[src/rtl/smx_pkg.sv]
// Shared types, opcodes, status codes and defaults for the stack machine executor.
// Used by smx_issue, smx_exec and stack_machine_executor; depends on nothing.
package smx_pkg;

   // Default sizes and the fixed word width
   localparam int STACK_DEPTH_DEF = 64;
   localparam int DATA_WORDS_DEF  = 64;
   localparam int WORD_BITS       = 32;
   localparam int ADDR_BITS       = 6;
   localparam int DEPTH_OUT_BITS  = 7;

   // Instruction opcodes
   localparam logic [2:0] OP_LOAD = 3'd0;
   localparam logic [2:0] OP_PUSH = 3'd1;
   localparam logic [2:0] OP_ADD  = 3'd2;
   localparam logic [2:0] OP_MULT = 3'd3;
   localparam logic [2:0] OP_POP  = 3'd4;
   localparam logic [2:0] OP_END  = 3'd5;

   // Result status codes
   localparam logic [2:0] ST_OK        = 3'd0;
   localparam logic [2:0] ST_OVERFLOW  = 3'd1;
   localparam logic [2:0] ST_UNDERFLOW = 3'd2;
   localparam logic [2:0] ST_INVALID   = 3'd3;
   localparam logic [2:0] ST_HALTED    = 3'd4;

   // Datapath actions decided at issue
   localparam logic [2:0] ACT_NONE = 3'd0;
   localparam logic [2:0] ACT_LOAD = 3'd1;
   localparam logic [2:0] ACT_PUSH = 3'd2;
   localparam logic [2:0] ACT_ADD  = 3'd3;
   localparam logic [2:0] ACT_MUL  = 3'd4;
   localparam logic [2:0] ACT_POP  = 3'd5;

   typedef struct packed {
      logic [2:0]           req_type;
      logic [ADDR_BITS-1:0] word_addr;
      logic [WORD_BITS-1:0] write_value;
   } req_item_type;

   typedef struct packed {
      logic [2:0]                status;
      logic [WORD_BITS-1:0]      top_value;
      logic [DEPTH_OUT_BITS-1:0] stack_depth;
      logic                      halted_flag;
   } rsp_item_type;

   // Control handed from issue to the execute stage
   typedef struct packed {
      logic [2:0] act;
      logic [2:0] status;
      logic       stack_wen;
      logic       halted;
   } issue_ctl_type;

endpackage

[src/rtl/smx_exec.sv]
// Execute stage: stack and data memories, read forwarding, adder and multiplier,
// and the top-of-stack register. Depends on smx_pkg.
module smx_exec import smx_pkg::*; #(
   parameter int STACK_DEPTH = STACK_DEPTH_DEF,
   parameter int DATA_WORDS  = DATA_WORDS_DEF,
   localparam int CNT_W      = $clog2(STACK_DEPTH + 1),
   localparam int SAW        = $clog2(STACK_DEPTH),
   localparam int DAW        = (DATA_WORDS > 1) ? $clog2(DATA_WORDS) : 1
) (
   input  logic                 clock,
   input  logic                 reset,
   input  logic                 req_fire,
   input  issue_ctl_type        ctl,
   input  logic [CNT_W-1:0]     count_in,
   input  logic [SAW-1:0]       stack_raddr,
   input  logic [SAW-1:0]       stack_waddr,
   input  logic [DAW-1:0]       data_idx,
   input  logic [WORD_BITS-1:0] write_value,
   input  logic                 s2_adv,
   output logic                 s1_valid_ff,
   output rsp_item_type         rsp_next
);

   logic [WORD_BITS-1:0] stack_mem [STACK_DEPTH];
   logic [WORD_BITS-1:0] word_mem  [DATA_WORDS];

   issue_ctl_type        s1_ctl_ff;
   logic [CNT_W-1:0]     s1_cnt_ff;
   logic [SAW-1:0]       s1_swaddr_ff;
   logic [DAW-1:0]       s1_didx_ff;
   logic [WORD_BITS-1:0] s1_wval_ff;

   logic [WORD_BITS-1:0] srd_ff, drd_ff;
   logic                 sfwd_ff, dfwd_ff;
   logic [WORD_BITS-1:0] sfwd_data_ff, dfwd_data_ff;
   logic [WORD_BITS-1:0] top_ff, top_in;

   logic                 st_wen, dm_wen;
   logic [WORD_BITS-1:0] dm_wdata;
   logic [WORD_BITS-1:0] a_op, d_op;

   // Write-back controls of the item in execute
   assign st_wen   = s2_adv && s1_ctl_ff.stack_wen;
   assign dm_wen   = s2_adv && ((s1_ctl_ff.act == ACT_LOAD) || (s1_ctl_ff.act == ACT_POP));
   assign dm_wdata = (s1_ctl_ff.act == ACT_LOAD) ? s1_wval_ff : top_ff;

   // Stack memory: spill old top on push, read entry below top at issue
   always_ff @(posedge clock) begin
      if (st_wen) begin
         stack_mem[s1_swaddr_ff] <= top_ff;
      end
      if (req_fire) begin
         srd_ff <= stack_mem[stack_raddr];
      end
   end

   // Data memory: write on load and pop, read at issue for push
   always_ff @(posedge clock) begin
      if (dm_wen) begin
         word_mem[s1_didx_ff] <= dm_wdata;
      end
      if (req_fire) begin
         drd_ff <= word_mem[data_idx];
      end
   end

   // Catch a write that lands on the entry being read in the same cycle
   always_ff @(posedge clock) begin
      if (reset) begin
         sfwd_ff <= 1'b0;
         dfwd_ff <= 1'b0;
      end else if (req_fire) begin
         sfwd_ff <= st_wen && (s1_swaddr_ff == stack_raddr);
         dfwd_ff <= dm_wen && (s1_didx_ff == data_idx);
      end
   end

   always_ff @(posedge clock) begin
      if (req_fire) begin
         sfwd_data_ff <= top_ff;
         dfwd_data_ff <= dm_wdata;
         s1_ctl_ff    <= ctl;
         s1_cnt_ff    <= count_in;
         s1_swaddr_ff <= stack_waddr;
         s1_didx_ff   <= data_idx;
         s1_wval_ff   <= write_value;
      end
   end

   // Hold one item in execute until it moves to the output register
   always_ff @(posedge clock) begin
      if (reset) begin
         s1_valid_ff <= 1'b0;
      end else if (req_fire) begin
         s1_valid_ff <= 1'b1;
      end else if (s2_adv) begin
         s1_valid_ff <= 1'b0;
      end
   end

   assign a_op = sfwd_ff ? sfwd_data_ff : srd_ff;
   assign d_op = dfwd_ff ? dfwd_data_ff : drd_ff;

   // Compute the new top of stack
   always_comb begin
      unique case (s1_ctl_ff.act)
         ACT_PUSH: top_in = d_op;
         ACT_ADD:  top_in = a_op + top_ff;
         ACT_MUL:  top_in = a_op * top_ff;
         ACT_POP:  top_in = a_op;
         default:  top_in = top_ff;
      endcase
   end

   always_ff @(posedge clock) begin
      if (s2_adv) begin
         top_ff <= top_in;
      end
   end

   // Form the result item
   always_comb begin
      rsp_next.status      = s1_ctl_ff.status;
      rsp_next.top_value   = (s1_cnt_ff == '0) ? '0 : top_in;
      rsp_next.stack_depth = DEPTH_OUT_BITS'(s1_cnt_ff);
      rsp_next.halted_flag = s1_ctl_ff.halted;
   end

endmodule

[config.mk]
export PLATFORM = sky130hd
export DESIGN_NAME = smx_exec
export DESIGN_NICKNAME = d
export VERILOG_FILES = /design/src/rtl/smx_pkg.sv /design/src/rtl/smx_exec.sv
export SDC_FILE = /design/constraint.sdc
export NUM_CORES = 2
export LEC_CHECK = 0
export ABC_AREA = 1
export BUFFER_PORTS_ARGS = -buffer_cell sky130_fd_sc_hd__buf_4
export CORE_MARGIN = 5
export CORE_UTILIZATION = 55
export CTS_CLUSTER_DIAMETER = 200
export DETAILED_ROUTE_END_ITERATION = 6
export PLACE_DENSITY = 0.71
export RECOVER_POWER = 100
export SLEW_MARGIN = 10
export SYNTH_ARGS = -nofsm -noshare
export SYNTH_HDL_FRONTEND = slang
export SYNTH_SLANG_ARGS = --single-unit
[constraint.sdc]
create_clock -name clock -period 11.7 [get_ports clock]
set_input_delay 2.34 -clock clock [delete_from_list [all_inputs] [get_ports clock]]
set_output_delay 2.34 -clock clock [all_outputs]
set_load 0.03 [all_outputs]
==> summary.md <==
| Metric | Value |
|---|---|
| Top sig layer | met5 |
| WL met2 | ~260,000 um |
| Mapped Nets | 15.6k |
| IO Port Bufs | ~110 |
| Final setup viols | 0 |
| Final Util | 0.610 |
| Hold path start | s1_wval_ff[0] |
| Post-synth top area cell | edfxtp_1 |
| WL met3 | between 60,000 and 70,000 um |
| # DRC | 0 |
| Synthesized instance count | 15.0k |
| Final Critical Period | approximately 12 ns |
| H-Tree Depth | 5 |
| Fmax | 85.8 MHz |
| Kind of start point of the critical path | input port |
| FF-to-FF End | word_mem[39][12] |
| Crit end category | flip-flop |
| First-pass GRT wire length | between 800,000 and 900,000 um |
| Largest net degree at the start of global routing | about 200 |
| Post-DP HPWL | 314,000 um |
| Kind of critical path | in2reg |
| Starting density of the core | 0.552 |
| First-pass DRT Iterations | 7 |
| Violated checks | max-capacitance violations, max-slew violations |
| Worst-Skew Late Latency | 0.99 ns |
| Commonest non-fill, non-tap cell in the layout | edfxtp_1 |
| Layout cells sized above 1 | 0.0699 |
| Clock Skew | 0.0643 ns |
| Final Hold Viols | 0 |
| DIE AREA | between 300,000 and 400,000 um^2 |
| Max_cap viols | just under 200 |
| CTS Sinks | 4,318 |
| Number of global-route vias before repair | 119k |
| Slew @ Worst Pin | 4.47 ns |
| Core Region | about 340,000 um^2 |
| Clk root buf | clkbuf_16 |
| Slew margin rel. | -1.98 |
| EDFF count, synth | 4,315 |
| Worst EP required | 12.29 ns |
| CP max FO | 73 |
| CTS Hold Buffers Added | 0 |
| P&R area growth vs syn | 10.3% |
| Num CTS Buffers | 422 |
| Library cells used by synthesis | 66 |
| Post-Route WL | 563,000 um |
| Post-Route M1 WL | around 200,000 um |
| Clock tree from TritonCTS | yes |
| Number of top-level pins | 113 |
| Post-synthesis cell area | 186,000 um^2 |
| Wirelength per Cell | roughly 28 um |
| Async set-reset flop share out of synthesis | 0 |
| Ys Warns | 0 |
| CTS Buffer Depth | 4 |
| Worst-path clk slew | 0.06 ns |
| Worst hold path type | reg2reg |
| Max Slew Vio Count | 8,212 |
| Worst path arrival time | between 10 and 15 ns |
| Outcome | finished, violations left |
| Routed Antenna Nets | 0 |
| Ys flop type | edfxtp_1 |
| Seq/Total Area, Yosys | 0.697 |
| Initial antenna violation count | 43 |
| Most frequent cells in the layout | edfxtp_1 (4,315), nor2_1 (3,201), o21ai_0 (2,689) |
| Die Span Y | 591 um |
| R2R Path Start | s1_ctl_ff[5] |
| DRT iter0 DRCs | 19.5k |
| Via density | 6.36 |
| Fin nets | 15.5k |
| Rows | approximately 210 |
| Hold path endpoint | dfwd_data_ff[0] |
| Width of the chip | between 500 and 600 um |
| Gr ovfl total | 0 |
| R2R depth | 5 |
| Total GRT Usage | 0.315 |
| Mean post-synth cell area | 12.4 um^2 |
| Period Utilization, post-route | 0.996 |
| Post-synth top area share | 0.697 |
| Setup slack, reg-to-reg | 3.41 ns |
| Via count | 126k |
| Register bit total from synthesis | 4,318 |
| GPL Wtd Cong | 1.03 |
| Ranking of synthesized cells by area | edfxtp_1 (70%), o21ai_0 (7.2%), nor2_1 (6.7%), fa_1 (4.4%), o22ai_1 (4.3%) |
| Hold depth | 2 |
-- logic make-up after synthesis --
family | after synthesis | synth area share
DFF | 4318 | 0.697
AOI/OAI and AO/OA | 4311 | 0.128
and+or+nand+nor | 4083 | 0.0845
buffers and inverters | 1655 | 0.0342
adders and majority gates | 563 | 0.0544
xor gates and xnor gates | 28 | 0.00140
muxes | 5 | 0.000269
-- layout make-up --
cell class / instances / area [um^2]
clock buffer: 538 / 11100
multi-input combinational: 8990 / 51100
inverter: 659 / 2560
clock inverter: 225 / 1750
tap: 4515 / 5650
timing repair inverter: 1 / 8.76
fill: 25700 / 131000
timing repair buffer: 507 / 3230
sequential: 4318 / 130000
antenna: 19 / 47.5
-- synthesized netlist by cell type, types with 4 or more instances --
master / n
edfxtp_1: 4315
nor2_1: 3312
o21ai_0: 2693
o22ai_1: 1266
clkbuf_1: 911
inv_1: 627
nand2_1: 569
fa_1: 409
a21oi_1: 165
ha_1: 154
nand3_1: 86
o32ai_1: 77
buf_2: 39
buf_1: 31
clkinv_1: 26
nand2_2: 23
nor3_1: 22
or2_2: 22
nand4_1: 19
a31oi_1: 16
xor2_1: 14
a221oi_1: 12
xnor2_1: 12
a21o_1: 9
o211ai_1: 9
o21ai_1: 8
buf_6: 7
nor2b_1: 7
o21a_1: 7
o21ai_2: 7
buf_4: 6
o2111ai_1: 6
o221ai_1: 6
inv_2: 5
mux2i_1: 5
nand3b_1: 5
o21bai_1: 5
a211oi_1: 4
-- metal layers --
metal | up-vias | global-route usage
met2 | 8246 | 0.490
li1 | 54200 | -
met4 | 30 | 0.170
met1 | 61700 | 0.419
met3 | 1613 | 0.0652
met5 | - | 0
-- worst max path at each step --
| stage | depth (start not counted) | from | endpoint |
|---|---|---|---|
| 3_3_place_gp | 35 | sfwd_ff | rsp_next[31] |
| 3_5_place_dp | 31 | sfwd_ff | rsp_next[30] |
| 6_report | 7 | data_idx[2] | drd_ff[3] |
| 5_1_grt | 29 | sfwd_ff | rsp_next[29] |
| 4_1_cts | 34 | sfwd_ff | rsp_next[31] |
| 2_1_floorplan | 29 | top_ff[5] | rsp_next[37] |
-- worst max-delay path, cell delays in order --
cell and delay (ns):
clkbuf_1 3.06, inv_1 4.04, buf_2 0.88, o21ai_0 0.41
o22ai_1 0.17, nor2_1 0.58, o22ai_1 0.52
-- per-stage QoR --
| stage | hold WS, ns | setup TNS [ns] | std cells | setup WS (ns) | instance area (um^2) |
|---|---|---|---|---|---|
| global placement | 0.651 | 0 | 19000 | 0.773 | 193000 |
| global route | 0.666 | -0.0331 | 19800 | -0.0331 | 205000 |
| CTS | 0.671 | 0 | 19700 | 0.0184 | 206000 |
| floorplan | 0.579 | 0 | 15000 | 1.39 | 186000 |
| detailed placement | 0.648 | 0 | 19000 | 0.772 | 193000 |
| finish | 0.669 | 0 | 19800 | 0.0485 | 205000 |
-- state kept, by name, indices dropped and copies added (netlist names), 32 cells and up --
name	cells
sfwd_data_ff	32
stack_mem	2048
drd_ff	32
s1_wval_ff	32
top_ff	32
dfwd_data_ff	32
srd_ff	32
word_mem	2048
-- what timing repair did --
item | 4_1_cts | 5_1_grt
hold endpoints to repair | 0 | 0
resized for setup | 3 | 29
gates cloned | 0 | 1
pin swaps | 0 | 1
setup buffers | 0 | 14
setup endpoints to repair | 7 | 14
Power is not shown: default switching activity piles up to over one toggle a cycle in this logic, so the estimate is an artifact.
