**config.mk**
```make
export PLATFORM = sky130hd
export DESIGN_NAME = smx_issue
export DESIGN_NICKNAME = d
export VERILOG_FILES = /design/src/rtl/smx_pkg.sv /design/src/rtl/smx_issue.sv
export SDC_FILE = /design/constraint.sdc
export NUM_CORES = 1
export LEC_CHECK = 0
export BUFFER_PORTS_ARGS = -buffer_cell sky130_fd_sc_hd__buf_2
export CAP_MARGIN = 40
export CORE_MARGIN = 2
export CORE_UTILIZATION = 40
export CTS_BUF_LIST = sky130_fd_sc_hd__clkbuf_16
export DETAILED_ROUTE_END_ITERATION = 10
export GPL_ROUTABILITY_DRIVEN = 0
export PLACE_DENSITY_LB_ADDON = 0.05
export SLEW_MARGIN = 5
export SYNTH_ARGS = -nofsm -noshare
export SYNTH_HDL_FRONTEND = slang
export SYNTH_SLANG_ARGS = --single-unit
```
**constraint.sdc**
```tcl
create_clock -name clock -period 3.62 [get_ports clock]
set_input_delay 0.724 -clock clock [delete_from_list [all_inputs] [get_ports clock]]
set_output_delay 0.724 -clock clock [all_outputs]
set_load 0.05 [all_outputs]
```
**src/rtl/smx_pkg.sv**
```systemverilog
// Shared types, opcodes, status codes and defaults for the stack machine executor.
// Used by smx_issue, smx_exec and stack_machine_executor; depends on nothing.
package smx_pkg;

   // Default sizes and the fixed word width
   localparam int STACK_DEPTH_DEF = 64;
   localparam int DATA_WORDS_DEF  = 64;
   localparam int WORD_BITS       = 32;
   localparam int ADDR_BITS       = 6;
   localparam int DEPTH_OUT_BITS  = 7;

   // Instruction opcodes
   localparam logic [2:0] OP_LOAD = 3'd0;
   localparam logic [2:0] OP_PUSH = 3'd1;
   localparam logic [2:0] OP_ADD  = 3'd2;
   localparam logic [2:0] OP_MULT = 3'd3;
   localparam logic [2:0] OP_POP  = 3'd4;
   localparam logic [2:0] OP_END  = 3'd5;

   // Result status codes
   localparam logic [2:0] ST_OK        = 3'd0;
   localparam logic [2:0] ST_OVERFLOW  = 3'd1;
   localparam logic [2:0] ST_UNDERFLOW = 3'd2;
   localparam logic [2:0] ST_INVALID   = 3'd3;
   localparam logic [2:0] ST_HALTED    = 3'd4;

   // Datapath actions decided at issue
   localparam logic [2:0] ACT_NONE = 3'd0;
   localparam logic [2:0] ACT_LOAD = 3'd1;
   localparam logic [2:0] ACT_PUSH = 3'd2;
   localparam logic [2:0] ACT_ADD  = 3'd3;
   localparam logic [2:0] ACT_MUL  = 3'd4;
   localparam logic [2:0] ACT_POP  = 3'd5;

   typedef struct packed {
      logic [2:0]           req_type;
      logic [ADDR_BITS-1:0] word_addr;
      logic [WORD_BITS-1:0] write_value;
   } req_item_type;

   typedef struct packed {
      logic [2:0]                status;
      logic [WORD_BITS-1:0]      top_value;
      logic [DEPTH_OUT_BITS-1:0] stack_depth;
      logic                      halted_flag;
   } rsp_item_type;

   // Control handed from issue to the execute stage
   typedef struct packed {
      logic [2:0] act;
      logic [2:0] status;
      logic       stack_wen;
      logic       halted;
   } issue_ctl_type;

endpackage

```
**src/rtl/smx_issue.sv**
```systemverilog
// Issue stage: holds stack depth and halt state, checks each instruction and
// computes memory addresses. Depends on smx_pkg.
module smx_issue import smx_pkg::*; #(
   parameter int STACK_DEPTH = STACK_DEPTH_DEF,
   parameter int DATA_WORDS  = DATA_WORDS_DEF,
   localparam int CNT_W      = $clog2(STACK_DEPTH + 1),
   localparam int SAW        = $clog2(STACK_DEPTH),
   localparam int DAW        = (DATA_WORDS > 1) ? $clog2(DATA_WORDS) : 1
) (
   input  logic          clock,
   input  logic          reset,
   input  logic          req_fire,
   input  req_item_type  req_data,
   output issue_ctl_type ctl,
   output logic [CNT_W-1:0] count_ff,
   output logic [CNT_W-1:0] count_in,
   output logic          halted_ff,
   output logic [SAW-1:0] stack_raddr,
   output logic [SAW-1:0] stack_waddr,
   output logic [DAW-1:0] data_idx
);

   localparam int ADDR_SPAN = 2 ** ADDR_BITS;

   logic           halted_in;
   logic [DAW-1:0] wrap_tab [ADDR_SPAN];

   // Wrap data addresses modulo the memory size through a constant table
   for (genvar g = 0; g < ADDR_SPAN; g++) begin : g_wrap
      assign wrap_tab[g] = DAW'(g % DATA_WORDS);
   end

   assign data_idx    = wrap_tab[req_data.word_addr];
   assign stack_raddr = SAW'(count_ff - CNT_W'(2));
   assign stack_waddr = SAW'(count_ff - CNT_W'(1));

   // Decide status, action and next depth for the offered item
   always_comb begin
      ctl.act       = ACT_NONE;
      ctl.status    = ST_OK;
      ctl.stack_wen = 1'b0;
      halted_in     = halted_ff;
      count_in      = count_ff;
      if (halted_ff) begin
         ctl.status = ST_HALTED;
      end else begin
         unique case (req_data.req_type)
            OP_LOAD: begin
               ctl.act = ACT_LOAD;
            end
            OP_PUSH: begin
               if (count_ff == CNT_W'(STACK_DEPTH)) begin
                  ctl.status = ST_OVERFLOW;
               end else begin
                  ctl.act       = ACT_PUSH;
                  ctl.stack_wen = (count_ff != '0);
                  count_in      = count_ff + CNT_W'(1);
               end
            end
            OP_ADD, OP_MULT: begin
               if (count_ff < CNT_W'(2)) begin
                  ctl.status = ST_UNDERFLOW;
               end else begin
                  ctl.act  = (req_data.req_type == OP_ADD) ? ACT_ADD : ACT_MUL;
                  count_in = count_ff - CNT_W'(1);
               end
            end
            OP_POP: begin
               if (count_ff == '0) begin
                  ctl.status = ST_UNDERFLOW;
               end else begin
                  ctl.act  = ACT_POP;
                  count_in = count_ff - CNT_W'(1);
               end
            end
            OP_END: begin
               halted_in = 1'b1;
            end
            default: begin
               ctl.status = ST_INVALID;
            end
         endcase
         if (ctl.status != ST_OK) begin
            halted_in = 1'b1;
         end
      end
      ctl.halted = halted_in;
   end

   // Advance depth and halt state on each accepted item
   always_ff @(posedge clock) begin
      if (reset) begin
         count_ff  <= '0;
         halted_ff <= 1'b0;
      end else if (req_fire) begin
         count_ff  <= count_in;
         halted_ff <= halted_in;
      end
   end

endmodule

```
==> results, run 1 <==
- The number of antenna diodes in the final layout is 0.
- The kind of cell adding the most delay to the critical path is compound AO/OA/AOI/OAI gates.
- The data arrival at the endpoint of the critical path is between 2 and 3 ns.
- The number of flops mapped to enable cells by yosys is 0.
- Buffers inserted to repair hold after CTS numbered 0.
- The layout overhead on the synthesized area is 27.3%.
- The run finished with clean final reports.
- The area of combinational cells with multiple inputs is 837 um^2.
- VDD sags by at most 0.347 mV.
- In the final layout, the share of cells above drive strength 1 is a little under two fifths.
- For the final database, setup skew stands at between 0.001 and 0.0015 ns.
- The library cell used most frequently in the layout, excluding fill and tap cells, is buf_2.
- The initial utilization of the core area, before any placement, comes to between 40% and 50%.
- Counting every instance in the synthesized netlist gives 153.
- The slowest stage of the critical path is the dfxtp_2 cell.
- The count of endpoints failing setup in the final report is 0.
- Setup repair after global routing left no endpoint under its margin.
- For the worst-skew pair, the clock arrives at the later sink with an insertion delay of roughly 0.24 ns.
- The vertical die dimension is ~56 um.
- The worst hold margin is around 0.55 ns.
- The final route contains 1192 vias.
- The critical path data required time is 2.90 ns.
- The antenna violation net count after detailed routing is 0.
- Along the worst path, the maximum fanout reaches 9.
- The H-tree level count is 1.
- Across the run, the number of max-cap violations was 0.
- Ranked by total cell area, the synthesized netlist is headed by dfxtp_1 15%, buf_4 6.8%, ha_1 5.7%.
- The clock period minus worst slack is 3.41 ns.
- For this design the static power due to leakage is between 0.6 and 0.7 nW.
- In this run the tool buffered the top-level ports with 40 buffer cells.
- The max-slew violation total from the final report is 0.
- For this run, the total global-route usage over all layers was measured as between 20% and 30%.
- The total of flip-flops plus latches after synthesis is 8.
- The number of detailed-route iterations in the first pass is 4.
- The number of antenna violations at the first check in global routing is 0.
- For this run, the top clock speed supported by timing is 294 MHz.
- The number of remaining DRC errors is 0.
- The area share of the largest cell type after synthesis is between 10% and 20%.
- After synthesis, the share of flip-flops with an asynchronous set or reset is 0%.
- The global-route wire length before repair is 5.22 mm.
- The overall power of the completed layout is around 0.70 mW.
- The worst slew slack as a fraction of its limit is between 60% and 70%.
- The mapped netlist covers 1100 um^2.
- The first routing iteration left 36 violations.
- The unique cell type count in the Yosys netlist is 53.
- The via count normalized by instance count is between 5 and 6.
- The via count of the first global-routing pass is between 1000 and 1500.
- During I/O placement, the number of pins put on the boundary was 85.
- The CTS clock-pin slew for the worst setup and hold paths is around 0.04 ns.
- After global routing the overflow that remains totals 0.
- The number of rows in the core area is 19.
- The clock passes through at most 2 buffers.
- Counting the fill cells in the layout gives 282.
- The number of buffer and inverter stages on the critical path is 2.
- The sequential share of the synthesized area is 14.6%.
- The region available for standard cell placement spans roughly 2700 um^2.
- The library cells used most frequently in the layout, excluding fill and tap cells, are 40 x buf_2, 12 x nor2_1, 10 x nand2_1.
- CTS saw 8 sinks.
- Detailed placement finished with a half-perimeter wire length of around 2.4 mm.
- The delay of the slowest cell on the worst path is roughly 0.44 ns.
- After detailed routing, the average wire length per cell comes to around 15 um.
- The number of nets handed over by synthesis was 202.
- The overall die width is 56.4 um.
- The class of the worst hold path is reg -> reg.
- The type of the worst setup path is reg -> out.
- The mean post-synth cell area is 7.19 um^2.
- The area enclosed by the die boundary is between 3000 and 4000 um^2.
- The final layout contains 232 nets.
- The share of the clock period used by the worst path is between 90% and 100%.
- For this design the ratio of total power to cell area is a little over 500 nW/um^2.
- Among all flip-flop cells after synthesis, the most frequent one is dfxtp_1.
- The sort of element at the end of the critical path is an output port.
- The number of CTS-inserted buffers is 3.
- The transition time of the tightest slew-check pin is around 0.5 ns.
- The root buffer selected by CTS is clkbuf_16.
- The TritonCTS clock tree is built.
- The combined flip-flop and latch cell area is roughly 160 um^2.
- During synthesis, Yosys emitted a total of 0 warnings.
- The count of final hold-check violations is 0.
- In the final timing run, aggregate negative setup slack is 0 ns.
- The total wire length is 3.23 mm.
- The startpoint kind of the worst setup timing path is a flop.
- The critical path goes through clkinvlp_4, ha_1, nor4b_2, a21oi_1, or2_1, o21ai_0, a31oi_2, buf_2.
- The cell taking the most area after synthesis is dfxtp_1.
- Entering global routing, the biggest net connects 14 pins.
power breakdown:
part / switching, mW / internal, mW
clock: 0.0511 / 0.143
sequential: 0.0164 / 0.0952
combinational: 0.292 / 0.106
cell families after synthesis:
group	share of synthesized area (%)
AND/OR/NAND/NOR	26.5
AO/OA/AOI/OAI	30.5
buffers and inverters	14.8
XOR/XNOR	7.96
flip-flops	14.6
adder cells (fa/ha/maj)	5.69
path summary, 6_finish.rpt:
check	startpoint	to	slack [ns]	cells past startpoint
worst min-delay path	count_ff[1]	count_ff[1]	0.55	2
worst max-delay path	count_ff[0]	count_in[6]	0.21	8
worst min register to register	count_ff[1]	count_ff[1]	0.55	2
worst max register to register	count_ff[0]	count_ff[6]	1.21	7
final cells by class:
class,count,share of cell area [%]
Clock buffer,3,5.36
Inverter,9,2.95
Multi-Input combinational cell,115,59.8
Sequential cell,8,11.6
Tap cell,31,2.77
Timing Repair Buffer,46,17.5
synth_stat cells, types with 2 or more instances:
master / n
a21oi_1: 9
a21o_1: 2
dfxtp_1: 8
o21ai_0: 8
a31oi_1: 2
inv_1: 9
and3_1: 2
nor2_1: 12
xor2_1: 5
o211ai_1: 2
xnor2_1: 5
o21ai_1: 2
buf_4: 10
a211oi_1: 2
nor3_1: 7
buf_2: 4
clkbuf_1: 5
nand2b_1: 2
a221oi_1: 2
nand3_1: 5
nand2_1: 10
o211a_1: 2
nor3b_1: 4
ha_1: 5
per-stage QoR:
| step | area, um^2 | instances | utilization (%) | worst slack [ns] |
|---|---|---|---|---|
| 2_1_floorplan | 1160 | 153 | - | 0.0363 |
| 3_3_place_gp | 1320 | 209 | 49.1 | 0.289 |
| 3_5_place_dp | 1320 | 209 | 49.1 | 0.287 |
| 4_1_cts | 1390 | 212 | 51.9 | 0.178 |
| 5_1_grt | 1400 | 212 | 52.1 | 0.00675 |
| 6_report | 1400 | 212 | 52.1 | 0.213 |
tightest hold or removal path, cell delays in order (launching register included):
cell and delay [ns]:
dfxtp_2 0.36, o21ai_0 0.09, a21oi_1 0.06
metal layers:
| metal | global-route usage (%) | part of all wire, % | up-vias |
|---|---|---|---|
| li1 | - | - | 604 |
| met1 | 30.6 | 49 | 534 |
| met2 | 30.6 | 44 | 49 |
| met3 | 3.92 | 5.8 | 5 |
| met4 | 6.12 | 1.1 | 0 |
| met5 | 0 | 0 | - |
state kept, by name (all words and copies together), names as in the netlist:
register   count
count_ff       7
halted_ff      1
timing repair:
item,CTS,global route
buffers inserted,0,0
setup endpoints to repair,0,1
gates resized for setup,0,1
Power figures use the tool's default switching activity.
==> run 2: changes to the inputs <==
--- a/config.mk
+++ b/config.mk
@@ -8,7 +8,7 @@
 export BUFFER_PORTS_ARGS = -buffer_cell sky130_fd_sc_hd__buf_2
 export CAP_MARGIN = 40
 export CORE_MARGIN = 2
-export CORE_UTILIZATION = 40
+export CORE_UTILIZATION = 28
 export CTS_BUF_LIST = sky130_fd_sc_hd__clkbuf_16
 export DETAILED_ROUTE_END_ITERATION = 10
 export GPL_ROUTABILITY_DRIVEN = 0
==> results, run 2 (same netlist as run 1, synthesis figures left out) <==
- The net switching power figure was 0.363 mW (+0.84%).
- The share of the clock period used by the worst path was 95.7% (+1.6 points).
- The root buffer selected by CTS is clkbuf_16.
- The fraction of power spent switching nets is 51.4% (+0.29 points).
- The origin of the worst setup path is count_ff[0].
- The register name with the most flops is count_ff.
- The sum of net half-perimeters after detailed placement came to 2.74 mm (+12%).
- The antenna violation net count after detailed routing is 0 (unchanged).
- The area of combinational cells with multiple inputs came to 837 um^2 (unchanged).
- The worst slew slack as a fraction of its limit came to 64.0% (-2.4 points).
- The origin of the worst min-delay path is count_ff[1].
- The pre-CTS worst setup slack is 0.283 ns (-0.00419 ns).
- The via count is 1207 (+1.3%).
- The register-to-register setup slack is 1.13 ns (-0.08 ns).
- The fraction of power consumed by combinational cells is 56.2% (-0.3 points).
- The clock group share of total power came to 27.6% (about the same).
- The highest ir drop seen on vdd is 0.349 mV (+0.50%).
- The number of buffers added to fix hold violations after cts is 0 (unchanged).
- The fill cell total of the finished layout is 417 (+48%).
- The number of buffers added on ports is 40 (unchanged).
- The global-route wire length before repair is 5.52 mm (+5.7%).
- The critical register-to-register path startpoint is count_ff[0].
- The worst setup path is captured at an output port.
- The count of endpoints failing setup in the final report is 0 (unchanged).
- The later-pin clock latency in the skew report is 0.23 ns (about the same).
- The fraction of power consumed by sequential logic is 16.2% (+0.3 points).
- The tightest min-delay check is of the reg -> reg type.
- The number of CTS-inserted buffers is 3 (unchanged).
- The total wire length was 3.55 mm (+9.8%).
- The number of antenna violations at the first check in global routing was 0 (unchanged).
- The data arrival at the endpoint of the critical path is 2.74 ns (+0.06 ns).
- The post-CTS setup-driven buffer insertion count is 0 (unchanged).
- The overall die width is 66.7 um (+18%).
- The area enclosed by the die boundary is 4440 um^2 (+40%).
- The startpoint kind of the worst setup timing path is a flop.
- The total inserted antenna cells came to 0 (unchanged).
- The internal portion of total power was 0.343 mW (-0.33%).
- The worst flop-to-flop path endpoint is count_ff[6].
- The flow ran to the end, and the final reports show no timing, DRC or antenna violations.
- The vertical die dimension is 66.7 um (+18%).
- The number of detailed-route iterations in the first pass is 4 (unchanged).
- The transition time of the tightest slew-check pin is 0.539 ns (+0.0369 ns).
- Setup repair after global routing left no endpoint under its margin.
- The total routed wire length on the met1 layer is 1.67 mm (+4.5%).
- The maximum buffer depth of the clock tree is 2 (unchanged).
- In the final layout, the registers with the most flip-flops are count_ff (7), halted_ff (1).
- The setup TNS after final layout is 0 ns (unchanged).
- The routed wire length on met3 came to 272 um (+46%).
- The highest net fanout along the worst path was 9 (unchanged).
- The layout net count came to 231 (-0.43%).
- The routed wire length per instance came to 15.6 um (+2.1%).
- The maximum operating frequency was 289 MHz (-1.6%).
- The combined flip-flop and latch cell area is 163 um^2 (unchanged).
- The CTS clock-pin slew for the worst setup and hold paths was 0.04 ns (about the same).
- The H-tree level count came to 1 (unchanged).
- The fraction of final layout cells sized beyond drive strength 1 is 36.7% (-0.35 points).
- The number of rows in the core area is 22 (+3).
- The maximum number of pins on one net before global-route repair is 14 (unchanged).
- In the layout the commonest cells are 40 x buf_2, 12 x nor2_1, 10 x nand2_1.
- The most common cell after layout, fill and taps aside is buf_2.
- The number of flip-flops under the largest register name is 7 (unchanged).
- The routed wire length on met2 is 1.59 mm (+12%).
- The area growth from synthesis to layout is 28.6%.
- The critical path data required time came to 2.90 ns (about the same).
- The via count of the first global-routing pass is 1035 (+0.68%).
- The via count normalized by instance count is 5.29 (-5.8%).
- The clock net sink count is 8 (unchanged).
- The max-slew violation total from the final report was 0 (unchanged).
- The worst setup path is of the reg -> out kind.
- The count of pins on the block boundary was 85 (unchanged).
- The power density over cell area is 499 nW/um^2 (-0.70%).
- The placeable core region is 3720 um^2 (+38%).
- TritonCTS built the clock tree.
- The starting density of the core is 29.6% (-11 points).
- The static leakage is 0.634 nW (-0.83%).
- The number of remaining DRC errors is 0 (unchanged).
- The topmost layer with routed signal wires is met4.
- The worst hold margin is 0.543 ns (-0.00518 ns).
- The setup skew after layout was 0.000447 ns (-0.000738 ns).
- The count of final hold-check violations is 0 (unchanged).
- The number of resized instances in the post-cts repair step is 0 (unchanged).
- Following the worst setup path forward leads to its endpoint at count_in[6].
- The overall power of the completed layout is 0.706 mW (+0.27%).
- The reported max-cap violation count was 0 (unchanged).
- The DRC violation total after the first TritonRoute iteration is 68 (+89%).
- The global-route total usage across every layer is 16.4% (-4.5 points).
- The overall overflow remaining after global route was 0 (unchanged).
- The worst reg-to-reg path cell count is 7 (unchanged).
- The final worst setup slack is 0.157 ns (-0.0564 ns).
- The clock period minus worst slack is 3.46 ns (+0.0564 ns).
==> run 2: layout make-up <==
cell class | count | share of cell area, %
multi-input combinational | 115 | 59.2
inverter | 9 | 2.92
timing repair buffer | 45 | 16.8
sequential | 8 | 11.5
tap | 48 | 4.25
clock buffer | 3 | 5.31
==> run 2: worst min path at each step <==
stage	endpoint	slack [ns]	depth (start not counted)
final	count_ff[1]	0.54	2
after global routing	count_ff[1]	0.58	2
after CTS	count_ff[1]	0.55	2
after detailed placement	count_ff[1]	0.54	2
after global placement	count_ff[1]	0.54	2
after floorplan	count_ff[1]	0.62	2
==> run 2: power by group through the flow <==
stage | registers (mW) | clock network, mW | logic, mW
final | 0.114 | 0.195 | 0.397
after global routing | 0.116 | 0.202 | 0.421
after CTS | 0.114 | 0.197 | 0.398
after detailed placement | 0.116 | 0 | 0.396
after global placement | 0.115 | 0 | 0.395
after floorplan | 0.126 | 0 | 0.326
==> run 2: critical path: stages (launching register included) <==
cell,delay (ns)
dfxtp_2,0.44
clkinvlp_4,0.19
ha_1,0.33
nor4b_2,0.21
a21oi_1,0.24
or2_1,0.35
o21ai_0,0.25
a31oi_2,0.21
buf_2,0.28
==> run 2: per-layer routing <==
layer | GRT usage [%] | up-vias
met4 | 3.32 | 0
met5 | 0 | -
met2 | 23.5 | 44
li1 | - | 602
met1 | 24.7 | 557
met3 | 3.55 | 4
==> run 2: per-stage QoR <==
| stage | instance area [um^2] | instances | util, % |
|---|---|---|---|
| 2_1_floorplan | 1160 | 153 | - |
| 3_3_place_gp | 1330 | 225 | 35.9 |
| 3_5_place_dp | 1330 | 225 | 35.9 |
| 4_1_cts | 1410 | 228 | 37.9 |
| 5_1_grt | 1410 | 228 | 38.0 |
| 6_report | 1410 | 228 | 38.0 |
